## src/hdl/met_pkg.sv

```systemverilog
// Package for the marker edge tracker: widths, register codes, reset values,
// the result beat type and the width saturation helper.
// No dependencies.
package met_pkg;

  localparam int COL_W      = 12;          // column bits
  localparam int WID_W      = COL_W + 1;   // frame width bits (holds 2^COL_W)
  localparam int ROW_W      = 12;
  localparam int PHASE_W    = 8;
  localparam int CH_W       = 8;
  localparam int LIM_W      = 12;
  localparam int CFG_IDX_W  = 3;
  localparam int CFG_DATA_W = 13;
  localparam int FIFO_DEPTH = 4;
  localparam int FIFO_AW    = 2;
  localparam int FIFO_CW    = 3;

  // Configuration register indexes
  typedef enum logic [CFG_IDX_W-1:0] {
    CFG_FRAME_WIDTH  = 3'd0,
    CFG_ROW_STEP     = 3'd1,
    CFG_DARK_LIMIT   = 3'd2,
    CFG_BRIGHT_LIMIT = 3'd3,
    CFG_SEARCH_MARG  = 3'd4,
    CFG_JUMP_BACK    = 3'd5,
    CFG_JUMP_FWD     = 3'd6
  } cfg_idx_t;

  // Side codes
  localparam logic SIDE_LEFT  = 1'b0;
  localparam logic SIDE_RIGHT = 1'b1;

  // Register reset values
  localparam logic [WID_W-1:0]   RST_FRAME_WIDTH  = 13'd640;
  localparam logic [PHASE_W-1:0] RST_ROW_STEP     = 8'd5;
  localparam logic [CH_W-1:0]    RST_DARK_LIMIT   = 8'd10;
  localparam logic [CH_W-1:0]    RST_BRIGHT_LIMIT = 8'd250;
  localparam logic [LIM_W-1:0]   RST_SEARCH_MARG  = 12'd20;
  localparam logic [LIM_W-1:0]   RST_JUMP_BACK    = 12'd50;
  localparam logic [LIM_W-1:0]   RST_JUMP_FWD     = 12'd10;

  localparam logic [WID_W-1:0]   MAX_WIDTH = WID_W'(1 << COL_W);

  // One result beat
  typedef struct packed {
    logic             side;
    logic [COL_W-1:0] point_x;
    logic [ROW_W-1:0] point_y;
    logic             restart_run;
    logic             last_of_run;
  } point_t;

  // Zero width acts as one, oversize saturates to the column range
  function automatic logic [WID_W-1:0] eff_width(input logic [WID_W-1:0] fw);
    logic [WID_W-1:0] w;
    w = fw;
    if (fw == '0) begin
      w = WID_W'(1);
    end else if (fw > MAX_WIDTH) begin
      w = MAX_WIDTH;
    end
    return w;
  endfunction

endpackage

```

## src/hdl/met_if.sv

```systemverilog
// Channel interfaces of the marker edge tracker: pixel in, point out, config write.
// Depends on met_pkg.
interface met_pixel_if;
  logic                      valid;
  logic                      ready;
  logic [met_pkg::CH_W-1:0]  blue;
  logic [met_pkg::CH_W-1:0]  green;
  logic [met_pkg::CH_W-1:0]  red;
  logic                      frame_start;

  modport source (output valid, blue, green, red, frame_start, input ready);
  modport sink   (input valid, blue, green, red, frame_start, output ready);
endinterface

interface met_point_if;
  logic                      valid;
  logic                      ready;
  logic                      side;
  logic [met_pkg::COL_W-1:0] point_x;
  logic [met_pkg::ROW_W-1:0] point_y;
  logic                      restart_run;
  logic                      last_of_run;

  modport source (output valid, side, point_x, point_y, restart_run, last_of_run,
                  input ready);
  modport sink   (input valid, side, point_x, point_y, restart_run, last_of_run,
                  output ready);
endinterface

interface met_cfg_if;
  logic                           valid;
  logic                           ready;
  logic [met_pkg::CFG_IDX_W-1:0]  index;
  logic [met_pkg::CFG_DATA_W-1:0] data;

  modport source (output valid, index, data, input ready);
  modport sink   (input valid, index, data, output ready);
endinterface

```

## src/hdl/marker_edge_tracker_core.sv

```systemverilog
// Marker edge tracker top level: config registers, pixel stage, tracking
// update and a four-entry result queue. Depends on met_pkg and met_if.
// Throughput: one pixel per cycle while the result queue has two free entries.
// A row's points queue for out_pt once its last pixel leaves the pixel stage register.
// A row end that yields two points drains at one beat per cycle while out_pt is ready.
// Reset (rst_n low, synchronous): registers to defaults, tracking cleared, queue empty.
module marker_edge_tracker_core (
  input  logic          clk,
  input  logic          rst_n,
  met_pixel_if.sink     in_px,
  met_point_if.source   out_pt,
  met_cfg_if.sink       cfg_wr
);

  localparam int COL_W   = met_pkg::COL_W;
  localparam int WID_W   = met_pkg::WID_W;
  localparam int ROW_W   = met_pkg::ROW_W;
  localparam int PHASE_W = met_pkg::PHASE_W;
  localparam int CH_W    = met_pkg::CH_W;
  localparam int LIM_W   = met_pkg::LIM_W;
  localparam int AW      = met_pkg::FIFO_AW;
  localparam int CW      = met_pkg::FIFO_CW;

  // ---------------- configuration registers ----------------
  logic [WID_W-1:0]   frame_width_r;
  logic [PHASE_W-1:0] row_step_r;
  logic [CH_W-1:0]    dark_limit_r, bright_limit_r;
  logic [LIM_W-1:0]   search_margin_r, jump_back_r, jump_fwd_r;

  assign cfg_wr.ready = 1'b1;

  always_ff @(posedge clk) begin
    if (!rst_n) begin
      frame_width_r   <= met_pkg::RST_FRAME_WIDTH;
      row_step_r      <= met_pkg::RST_ROW_STEP;
      dark_limit_r    <= met_pkg::RST_DARK_LIMIT;
      bright_limit_r  <= met_pkg::RST_BRIGHT_LIMIT;
      search_margin_r <= met_pkg::RST_SEARCH_MARG;
      jump_back_r     <= met_pkg::RST_JUMP_BACK;
      jump_fwd_r      <= met_pkg::RST_JUMP_FWD;
    end else if (cfg_wr.valid) begin
      case (cfg_wr.index)
        met_pkg::CFG_FRAME_WIDTH:  frame_width_r   <= cfg_wr.data[WID_W-1:0];
        met_pkg::CFG_ROW_STEP:     row_step_r      <= cfg_wr.data[PHASE_W-1:0];
        met_pkg::CFG_DARK_LIMIT:   dark_limit_r    <= cfg_wr.data[CH_W-1:0];
        met_pkg::CFG_BRIGHT_LIMIT: bright_limit_r  <= cfg_wr.data[CH_W-1:0];
        met_pkg::CFG_SEARCH_MARG:  search_margin_r <= cfg_wr.data[LIM_W-1:0];
        met_pkg::CFG_JUMP_BACK:    jump_back_r     <= cfg_wr.data[LIM_W-1:0];
        met_pkg::CFG_JUMP_FWD:     jump_fwd_r      <= cfg_wr.data[LIM_W-1:0];
        default: ;
      endcase
    end
  end

  // ---------------- pixel input stage ----------------
  logic            s1_valid_r;
  logic [CH_W-1:0] s1_blue_r, s1_green_r, s1_red_r;
  logic            s1_fs_r;
  logic [CW-1:0]   cnt_r;
  logic            room, adv;

  // two free queue entries cover the worst row end
  assign room        = (cnt_r <= CW'(met_pkg::FIFO_DEPTH - 2));
  assign adv         = s1_valid_r && room;
  assign in_px.ready = !s1_valid_r || room;

  always_ff @(posedge clk) begin
    if (!rst_n) begin
      s1_valid_r <= 1'b0;
    end else if (in_px.ready) begin
      s1_valid_r <= in_px.valid;
    end
  end

  always_ff @(posedge clk) begin
    if (in_px.valid && in_px.ready) begin
      s1_blue_r  <= in_px.blue;
      s1_green_r <= in_px.green;
      s1_red_r   <= in_px.red;
      s1_fs_r    <= in_px.frame_start;
    end
  end

  // ---------------- tracking state ----------------
  logic [COL_W-1:0]   col_r, col_nxt;
  logic [ROW_W-1:0]   row_r, row_nxt;
  logic [PHASE_W-1:0] phase_r, phase_nxt;
  logic [WID_W-1:0]   lpos_r, lpos_nxt;
  logic [COL_W-1:0]   rpos_r, rpos_nxt;
  logic               lact_r, lact_nxt, ract_r, ract_nxt;
  logic               lhv_r, lhv_nxt, rhv_r, rhv_nxt;
  logic [COL_W-1:0]   lhc_r, lhc_nxt, rhc_r, rhc_nxt;

  logic [WID_W-1:0]   width;
  logic [COL_W-1:0]   wm1;
  logic [PHASE_W-1:0] step;
  logic [COL_W-1:0]   x;
  logic [ROW_W-1:0]   row_c;
  logic [PHASE_W-1:0] phase_c;
  logic [WID_W-1:0]   lp;
  logic [COL_W-1:0]   rp;
  logic               la, ra, lhv, rhv;
  logic [COL_W-1:0]   lhc, rhc;
  logic               scanned, marker, row_end;
  logic               l_rs, r_rs;
  logic [WID_W-1:0]   l_hx;
  logic [PHASE_W:0]   phase_inc;
  met_pkg::point_t    left_pt, right_pt, p0, p1;
  logic [1:0]         push_cnt;

  always_comb begin
    width = met_pkg::eff_width(frame_width_r);
    wm1   = COL_W'(width - WID_W'(1));
    step  = (row_step_r == '0) ? PHASE_W'(1) : row_step_r;

    // frame start restarts tracking before this pixel is handled
    x       = s1_fs_r ? '0 : col_r;
    row_c   = s1_fs_r ? '0 : row_r;
    phase_c = s1_fs_r ? '0 : phase_r;
    lp      = s1_fs_r ? width : lpos_r;
    rp      = s1_fs_r ? '0 : rpos_r;
    la      = s1_fs_r ? 1'b1 : lact_r;
    ra      = s1_fs_r ? 1'b1 : ract_r;
    lhv     = s1_fs_r ? 1'b0 : lhv_r;
    lhc     = s1_fs_r ? '0 : lhc_r;
    rhv     = s1_fs_r ? 1'b0 : rhv_r;
    rhc     = s1_fs_r ? '0 : rhc_r;

    scanned = (phase_c == '0);
    marker  = (s1_blue_r < dark_limit_r) && (s1_green_r > bright_limit_r) &&
              (s1_red_r < dark_limit_r);

    // hit capture: first marker left of the left window, last right of the right one
    if (scanned && marker) begin
      if (la && !lhv &&
          ({2'b00, x} < ({1'b0, lp} + {2'b00, search_margin_r}))) begin
        lhv = 1'b1;
        lhc = x;
      end
      if (ra && (({1'b0, x} + {1'b0, search_margin_r}) > {1'b0, rp})) begin
        rhv = 1'b1;
        rhc = x;
      end
    end

    row_end = (x >= wm1);

    // jump checks: toward the border against back limit, inward against forward
    l_hx = {1'b0, lhc};
    if (lp >= l_hx) begin
      l_rs = (lp - l_hx) > {1'b0, jump_back_r};
    end else begin
      l_rs = (l_hx - lp) > {1'b0, jump_fwd_r};
    end
    if (rhc >= rp) begin
      r_rs = (rhc - rp) > jump_back_r;
    end else begin
      r_rs = (rp - rhc) > jump_fwd_r;
    end

    left_pt.side         = met_pkg::SIDE_LEFT;
    left_pt.point_x      = lhc;
    left_pt.point_y      = row_c;
    left_pt.restart_run  = l_rs;
    left_pt.last_of_run  = !rhv;
    right_pt.side        = met_pkg::SIDE_RIGHT;
    right_pt.point_x     = rhc;
    right_pt.point_y     = row_c;
    right_pt.restart_run = r_rs;
    right_pt.last_of_run = 1'b1;
    p0 = lhv ? left_pt : right_pt;
    p1 = right_pt;

    // defaults: carry the hit state forward
    col_nxt   = x + COL_W'(1);
    row_nxt   = row_c;
    phase_nxt = phase_c;
    lpos_nxt  = lp;
    rpos_nxt  = rp;
    lact_nxt  = la;
    ract_nxt  = ra;
    lhv_nxt   = lhv;
    lhc_nxt   = lhc;
    rhv_nxt   = rhv;
    rhc_nxt   = rhc;
    push_cnt  = 2'd0;
    phase_inc = {1'b0, phase_c} + (PHASE_W+1)'(1);

    // row end: emit points, move positions (scanned rows), advance row counters
    if (row_end) begin
      if (scanned) begin
        push_cnt = {1'b0, lhv} + {1'b0, rhv};
        if (lhv) begin
          lpos_nxt = {1'b0, lhc};
          if (lhc == '0) lact_nxt = 1'b0;
        end
        if (rhv) begin
          rpos_nxt = rhc;
          if (rhc == wm1) ract_nxt = 1'b0;
        end
      end
      lhv_nxt   = 1'b0;
      lhc_nxt   = '0;
      rhv_nxt   = 1'b0;
      rhc_nxt   = '0;
      col_nxt   = '0;
      row_nxt   = row_c + ROW_W'(1);
      phase_nxt = (phase_inc >= {1'b0, step}) ? '0 : phase_inc[PHASE_W-1:0];
    end
  end

  always_ff @(posedge clk) begin
    if (!rst_n) begin
      col_r   <= '0;
      row_r   <= '0;
      phase_r <= '0;
      lpos_r  <= met_pkg::eff_width(met_pkg::RST_FRAME_WIDTH);
      rpos_r  <= '0;
      lact_r  <= 1'b1;
      ract_r  <= 1'b1;
      lhv_r   <= 1'b0;
      lhc_r   <= '0;
      rhv_r   <= 1'b0;
      rhc_r   <= '0;
    end else if (adv) begin
      col_r   <= col_nxt;
      row_r   <= row_nxt;
      phase_r <= phase_nxt;
      lpos_r  <= lpos_nxt;
      rpos_r  <= rpos_nxt;
      lact_r  <= lact_nxt;
      ract_r  <= ract_nxt;
      lhv_r   <= lhv_nxt;
      lhc_r   <= lhc_nxt;
      rhv_r   <= rhv_nxt;
      rhc_r   <= rhc_nxt;
    end
  end

  // ---------------- result queue ----------------
  met_pkg::point_t fifo_r [met_pkg::FIFO_DEPTH];
  logic [AW-1:0]   wp_r, rp_r;
  logic [1:0]      push;
  logic            pop;
  met_pkg::point_t head;

  assign push = adv ? push_cnt : 2'd0;
  assign pop  = out_pt.valid && out_pt.ready;
  assign head = fifo_r[rp_r];

  always_ff @(posedge clk) begin
    if (push != 2'd0) fifo_r[wp_r] <= p0;
    if (push == 2'd2) fifo_r[wp_r + AW'(1)] <= p1;
  end

  always_ff @(posedge clk) begin
    if (!rst_n) begin
      wp_r  <= '0;
      rp_r  <= '0;
      cnt_r <= '0;
    end else begin
      wp_r  <= wp_r + AW'(push);
      rp_r  <= rp_r + AW'(pop);
      cnt_r <= cnt_r + CW'(push) - CW'(pop);
    end
  end

  assign out_pt.valid       = (cnt_r != '0);
  assign out_pt.side        = head.side;
  assign out_pt.point_x     = head.point_x;
  assign out_pt.point_y     = head.point_y;
  assign out_pt.restart_run = head.restart_run;
  assign out_pt.last_of_run = head.last_of_run;

  // ---------------- assertions ----------------
  a_fifo_bound: assert property (@(posedge clk) disable iff (!rst_n)
    cnt_r <= CW'(met_pkg::FIFO_DEPTH))
    else $error("result queue overflow");

  a_pair_room: assert property (@(posedge clk) disable iff (!rst_n)
    (push == 2'd2) |=> (cnt_r >= CW'(2)))
    else $error("two-point row end lost an entry");

  a_row_wrap: assert property (@(posedge clk) disable iff (!rst_n)
    (adv && row_end) |=> (col_r == '0) && !lhv_r && !rhv_r)
    else $error("row end did not clear column and hits");

  a_stage_hold: assert property (@(posedge clk) disable iff (!rst_n)
    (s1_valid_r && !room) |=> s1_valid_r && $stable(s1_blue_r))
    else $error("stalled pixel stage changed");

endmodule

```

## src/flat_wrapper.sv

```systemverilog
// flat-port wrapper written by rule: the top's interface ports become plain ports
module marker_edge_tracker_core_flat 
  (clk, rst_n, in_px_valid, in_px_blue, in_px_green, in_px_red, in_px_frame_start, in_px_ready, out_pt_valid, out_pt_side, out_pt_point_x, out_pt_point_y, out_pt_restart_run, out_pt_last_of_run, out_pt_ready, cfg_wr_valid, cfg_wr_index, cfg_wr_data, cfg_wr_ready);
  met_pixel_if in_px_i ();
  met_point_if out_pt_i ();
  met_cfg_if cfg_wr_i ();
  input  logic clk;
  input  logic rst_n;
  input wire logic [$bits(in_px_i.valid)-1:0] in_px_valid;
  input wire logic [$bits(in_px_i.blue)-1:0] in_px_blue;
  input wire logic [$bits(in_px_i.green)-1:0] in_px_green;
  input wire logic [$bits(in_px_i.red)-1:0] in_px_red;
  input wire logic [$bits(in_px_i.frame_start)-1:0] in_px_frame_start;
  output wire logic [$bits(in_px_i.ready)-1:0] in_px_ready;
  output wire logic [$bits(out_pt_i.valid)-1:0] out_pt_valid;
  output wire logic [$bits(out_pt_i.side)-1:0] out_pt_side;
  output wire logic [$bits(out_pt_i.point_x)-1:0] out_pt_point_x;
  output wire logic [$bits(out_pt_i.point_y)-1:0] out_pt_point_y;
  output wire logic [$bits(out_pt_i.restart_run)-1:0] out_pt_restart_run;
  output wire logic [$bits(out_pt_i.last_of_run)-1:0] out_pt_last_of_run;
  input wire logic [$bits(out_pt_i.ready)-1:0] out_pt_ready;
  input wire logic [$bits(cfg_wr_i.valid)-1:0] cfg_wr_valid;
  input wire logic [$bits(cfg_wr_i.index)-1:0] cfg_wr_index;
  input wire logic [$bits(cfg_wr_i.data)-1:0] cfg_wr_data;
  output wire logic [$bits(cfg_wr_i.ready)-1:0] cfg_wr_ready;
  assign in_px_i.valid = in_px_valid;
  assign in_px_i.blue = in_px_blue;
  assign in_px_i.green = in_px_green;
  assign in_px_i.red = in_px_red;
  assign in_px_i.frame_start = in_px_frame_start;
  assign in_px_ready = in_px_i.ready;
  assign out_pt_valid = out_pt_i.valid;
  assign out_pt_side = out_pt_i.side;
  assign out_pt_point_x = out_pt_i.point_x;
  assign out_pt_point_y = out_pt_i.point_y;
  assign out_pt_restart_run = out_pt_i.restart_run;
  assign out_pt_last_of_run = out_pt_i.last_of_run;
  assign out_pt_i.ready = out_pt_ready;
  assign cfg_wr_i.valid = cfg_wr_valid;
  assign cfg_wr_i.index = cfg_wr_index;
  assign cfg_wr_i.data = cfg_wr_data;
  assign cfg_wr_ready = cfg_wr_i.ready;
  marker_edge_tracker_core u_core (.clk(clk), .rst_n(rst_n), .in_px(in_px_i), .out_pt(out_pt_i), .cfg_wr(cfg_wr_i));
endmodule
```

## config.mk

```make
export PLATFORM = sky130hd
export DESIGN_NAME = marker_edge_tracker_core_flat
export DESIGN_NICKNAME = d
export VERILOG_FILES = /design/src/hdl/met_pkg.sv /design/src/hdl/met_if.sv /design/src/hdl/marker_edge_tracker_core.sv /design/src/flat_wrapper.sv
export SDC_FILE = /design/constraint.sdc
export NUM_CORES = 1
export LEC_CHECK = 0
export BUFFER_PORTS_ARGS = -buffer_cell sky130_fd_sc_hd__clkbuf_2
export CORE_ASPECT_RATIO = 0.75
export CORE_MARGIN = 8
export CORE_UTILIZATION = 30
export DETAILED_ROUTE_END_ITERATION = 10
export PLACE_DENSITY = 0.55
export SLEW_MARGIN = 10
export SYNTH_ARGS = -nofsm -noshare
export SYNTH_HDL_FRONTEND = slang
export SYNTH_SLANG_ARGS = --single-unit
```

## constraint.sdc

```tcl
create_clock -name clk -period 17.9 [get_ports clk]
set_input_delay 1.79 -clock clk [delete_from_list [all_inputs] [get_ports clk]]
set_output_delay 1.79 -clock clk [all_outputs]
set_load 0.1 [all_outputs]
```

==> Word level (Yosys, flattened, before mapping) <==
Memory sizes are Yosys's and may differ from the RTL's. A register that Yosys moved wholly into a read port is not among the register bits.
Index checks and enable logic that the tools add are counted.
{ "word_totals": {"inputBits": 46, "output_inout_bits": 30, "memories": 1, "reg_bits": 191, "wordCells": 148, "ramBits": 108} }
{ "classes": {"n_mux": 55, "reduce_logical": 27, "eq_ne": 8, "addsub": 16, "magnitude_cmp": 15} }
{ "memory_table": {"columns": ["memory", "depth", "width", "read_ports", "rd_ports_with_merged_regs", "wr", "line", "rtl"], "rows": [
  ["u_core.fifo_r", 4, 27, 1, 1, 2, "marker_edge_tracker_core.sv:241", "met_pkg::point_t fifo_r [met_pkg::FIFO_DEPTH];"]
]} }
{ "ops": {"columns": ["operator", "n"], "rows": [
  ["$mux W12", 16],
  ["$mux W13", 6],
  ["$gt A13 B12 Y1", 3],
  ["$mux W8", 4],
  ["$mux W27", 1],
  ["$add A12 B1 Y12 const B", 2],
  ["$ge A12 B12 Y1", 2],
  ["$gt A12 B12 Y1", 2],
  ["$mux W1", 24],
  ["$sub A12 B12 Y12", 2],
  ["$logic_not A8 Y1", 2],
  ["$lt A8 B8 Y1", 2],
  ["$add A13 B12 Y14", 1],
  ["$lt A12 B14 Y1", 1],
  ["$reduce_and A2 Y1", 7],
  ["$add A12 B12 Y13", 1],
  ["$ge A13 B12 Y1", 1],
  ["$gt A13 B13 Y1 const B", 1],
  ["$logic_not A13 Y1", 1],
  ["$sub A12 B13 Y13", 1],
  ["$sub A13 B12 Y13", 1],
  ["$eq A12 B12 Y1", 1],
  ["$logic_not A12 Y1", 1],
  ["$sub A12 B1 Y12 const B", 1],
  ["21 further kinds", 37]
]} }

==> Logic depth before layout (Yosys ltp) <==
{ "logic_depth": {"depth_word": 16, "ltp_mapped": 45, "mapped_depth_nobuf": 45} }

==> Worst setup path after synthesis <==
Ideal clock, no wire load.
{ "synth_path": {"path_type": "reg2reg", "from": "register u_core.s1_fs_r", "to": "memory u_core.fifo_r[1][1] in the netlist's numbering (data pin)", "setup_time_ps": 273, "path_buffers": 5, "setup_slack_ps": 9386, "synth_period_minus_slack_ps": 8514, "required_ps": 17627, "stages_incl_launch_ff": 40, "arrival_time_ps": 8241, "path_cell_list": "edfxtp_1 > buf_2 > clkbuf_1 > clkbuf_1 > clkbuf_1 > buf_1 > o21ai_0 > ha_1 > and3_1 > o21ai_0 > a31oi_1 > a21o_1 > a21oi_1 > xor2_1 > ha_1 > and4b_1 > nand4_1 > a221oi_1 > [4 not listed] > ha_1 > nand2_1 > o22ai_1 > nor2_1 > o21ai_0 > o21a_1 > a31oi_1 > o211ai_2 > a31oi_1 > xnor2_1 > ha_1 > a211oi_1 > o21ai_0 > a211oi_1 > o21ai_0 > mux2_1 > mux2i_1 > o22ai_1"} }
{ "synth_lines": {"columns": ["item", "line", "rtl"], "rows": [
  ["start, declared", "marker_edge_tracker_core.sv:58", "logic s1_fs_r;"],
  ["start signal, assigned", "marker_edge_tracker_core.sv:80", "s1_fs_r <= in_px.frame_start;"],
  ["end, declared", "marker_edge_tracker_core.sv:241", null]
]} }

==> flow_summary.json <==
{
  "slowest_delay_ns": 0.76,
  "clock_skew_ns": 0.0290,
  "drive_gt1_frac": 0.111,
  "multiInputGateArea_um2": 11500,
  "synth_area_per_cell_um2": 9.03,
  "grt_setup_unrepaired": "false",
  "period_needed_ns": 10.40,
  "synth.most_common_cell": "nand2_1",
  "setup_tns_ns": 0,
  "cts_buffer_depth": 3,
  "place.gp.congestion": 0.953,
  "netlist_instances": 2178,
  "p_comb_frac": 0.201,
  "clk_pin_slew_ns": 0.06,
  "cts_tree": "done",
  "crit_family": "compound AO/OA/AOI/OAI gates",
  "grt_pass1_wl_um": 98500,
  "die_width_um": 312,
  "syn_nets": 2420,
  "synth_top_family_by_area": "simple AND/OR/NAND/NOR gates",
  "drt-pass1-iter-count": 5,
  "dpl.hpwl_um": 50200,
  "ant_nets": 0,
  "synthAdderAreaFrac": 0.127,
  "synthArstFlopShare": 0,
  "cts_hold_buf": 0,
  "relSlewSlack": 0.209,
  "cpMaxStageDelayCell": "a21oi_1",
  "final-seq-area_um2": 7240,
  "synth_xor_area_frac": 0.0405,
  "core_um2": 65100,
  "p_seq_frac": 0.397,
  "powerDensity_nw_per_um2": 83.6,
  "area_delta_synth_final_pct": 12.9,
  "period_share": 0.581,
  "ir_worst_vdd_mv": 0.0515,
  "netlist_top_cells_area": "edfxtp_1 19%, dfxtp_1 18%, ha_1 12%, nand2_1 5.3%, mux4_2 3.1%",
  "status": "completed",
  "yosys_warnings": 0,
  "end_kind": "register",
  "overflow": 0,
  "syn_area_um2": 19700,
  "p_sw_frac": 0.316,
  "antenna_cells": 0,
  "grt_pass1_vias": 16000,
  "die-area_um2": 74100,
  "clk_latency_ns": 0.56,
  "totalWireLength_um": 65600,
  "nFillCells": 6683,
  "synth_ff_type": "dfxtp_1",
  "layout.nets": 2467,
  "maxCapViolCount": 0,
  "cts_sinks": 299,
  "io_buffers": 74,
  "intPower_uw": 1270,
  "synth_seq_cells": 299,
  "cts_setup_buffers": 0,
  "yosys.area.top_type": "edfxtp_1",
  "worst_pin_slew_ns": 1.18,
  "grt_usage": 0.170,
  "critPathLaunchType": "register",
  "cts_resized": 0,
  "post-route-drc-count": 0,
  "synth.distinct_cells": 91,
  "antenna_found_initial": 0,
  "cts_inserted_buffers": 38,
  "dp_slack_ns": 7.86,
  "synthMuxAreaShare": 0.0455,
  "cts_root_buffer": "clkbuf_16",
  "crit_type": "reg2reg",
  "fmax_mhz": 96.1,
  "leakage_uw": 0.00864,
  "route.vias.total": 16600,
  "num_rows": 81,
  "timing_hold_violations_final": 0,
  "start_util": 0.302,
  "crit_buf_inv": 4,
  "path_max_fanout": 65,
  "netSwitchingPower_uw": 586,
  "hp-class": "reg2reg",
  "post_drt_via_cell_ratio": 5.33,
  "grt_max_degree": 95,
  "crit_arrival_ns": 10.66,
  "htree_levels": 2,
  "clkPwrFrac": 0.402,
  "cp.required_ns": 18.16,
  "die_height_um": 238,
  "ys_seq_area_frac": 0.368,
  "synth_top_area_share": 0.191,
  "setup_ws_ns": 7.50,
  "synthTopCellsByCount": "276 x nand2_1, 190 x ha_1, 174 x dfxtp_1, 137 x inv_1, 137 x nor2_1",
  "synth_edf_count": 125,
  "drt_iter0_markers": 1511,
  "synth_compound_gate_area_share": 0.185,
  "final_util": 0.341,
  "ioPinCount": 76,
  "setup_violations": 0,
  "drv_slew": 0,
  "wl_per_cell_um": 21.0,
  "synth-simple-area-share": 0.186
}
==> path summary, 6_finish.rpt <==
| check | slack [ns] | cells past startpoint | from | end |
|---|---|---|---|---|
| worst max-delay path | 7.50 | 37 | u_core.s1_fs_r | u_core.fifo_r[3][1] |
| worst min-delay path | 0.44 | 2 | u_core.fifo_r[3][26] | u_core.fifo_r[3][26] |
| worst max register to register | 7.50 | 37 | u_core.s1_fs_r | u_core.fifo_r[3][1] |
| worst min register to register | 0.44 | 2 | u_core.fifo_r[3][26] | u_core.fifo_r[3][26] |
==> cell type report <==
class,count,share of cell area
Tap cell,871,0.0490
Timing Repair Buffer,107,0.0279
Sequential cell,299,0.326
Inverter,143,0.0242
Multi-Input combinational cell,1636,0.519
Clock inverter,16,0.00631
Clock buffer,53,0.0480
==> stage by stage <==
stage | cells | instance area (um^2) | hold slack [ns] | power [uW]
finish | 3125 | 22200 | 0.444 | 1860
detailed placement | 3056 | 21000 | 0.433 | 1130
global route | 3125 | 22200 | 0.459 | 1930
global placement | 3056 | 21000 | 0.430 | 1120
floorplan | 2178 | 19700 | 0.418 | 1030
CTS | 3125 | 22200 | 0.442 | 1880
==> cells by family after synthesis <==
family	count (synthesis)
fa+ha+maj	196
mux	54
other cells	1
buf+inv	243
flops	299
compound gates	538
xor+xnor	91
simple gates	756
==> power groups by stage <==
stage | clock, uW | combinational (uW) | sequential (uW)
after CTS | 762 | 376 | 739
after floorplan | 0 | 291 | 743
after global routing | 789 | 405 | 740
after global placement | 0 | 369 | 753
after detailed placement | 0 | 375 | 753
final | 747 | 373 | 738
==> state kept, by name (all words and copies together) (netlist names), 12 cells and up <==
signal	count
u_core.fifo_r	108
u_core.frame_width_r	13
u_core.lpos_r	13
u_core.col_r	12
u_core.jump_back_r	12
u_core.jump_fwd_r	12
u_core.lhc_r	12
u_core.rhc_r	12
u_core.row_r	12
u_core.rpos_r	12
u_core.search_margin_r	12
==> worst min-delay path: stages (launching register included) <==
cell and delay (ns):
dfxtp_1 0.31, nand2_1 0.05, nand2_1 0.04
==> cell usage in the layout, fill, tap and decap left out, types with 8 or more instances in the layout <==
master	synthesis	layout
o21ai_1	8	8
a211oi_1	18	18
nand2_1	276	275
clkbuf_16	0	38
o21bai_1	10	10
mux4_2	27	27
inv_1	137	137
mux2i_1	17	17
mux2_2	8	8
buf_4	1	34
nor2b_1	92	92
ha_1	190	190
nand4_1	22	22
xnor2_1	55	55
and2_1	32	31
nand3b_1	10	10
nor3_1	34	33
edfxtp_1	125	125
o21a_1	13	13
a21oi_1	108	108
and3_1	22	22
a22oi_1	34	34
clkbuf_2	0	73
o22ai_1	58	58
nor4_1	10	10
a21boi_0	74	74
xor2_1	36	36
o211ai_1	26	26
clkbuf_1	84	9
nand3_1	52	52
a21o_1	51	51
nand2b_1	28	28
dfxtp_1	174	173
a31oi_1	9	9
clkinv_2	0	8
nor2_1	137	137
o21ai_0	70	70
==> per-layer routing <==
metal,up-vias,track usage,part of all wire
met5,-,0,0
met4,0,0.0489,0.027
met3,113,0.0361,0.076
met2,590,0.255,0.42
met1,8063,0.245,0.47
li1,7879,-,-
No activity file was read; power rests on OpenSTA's default activity.
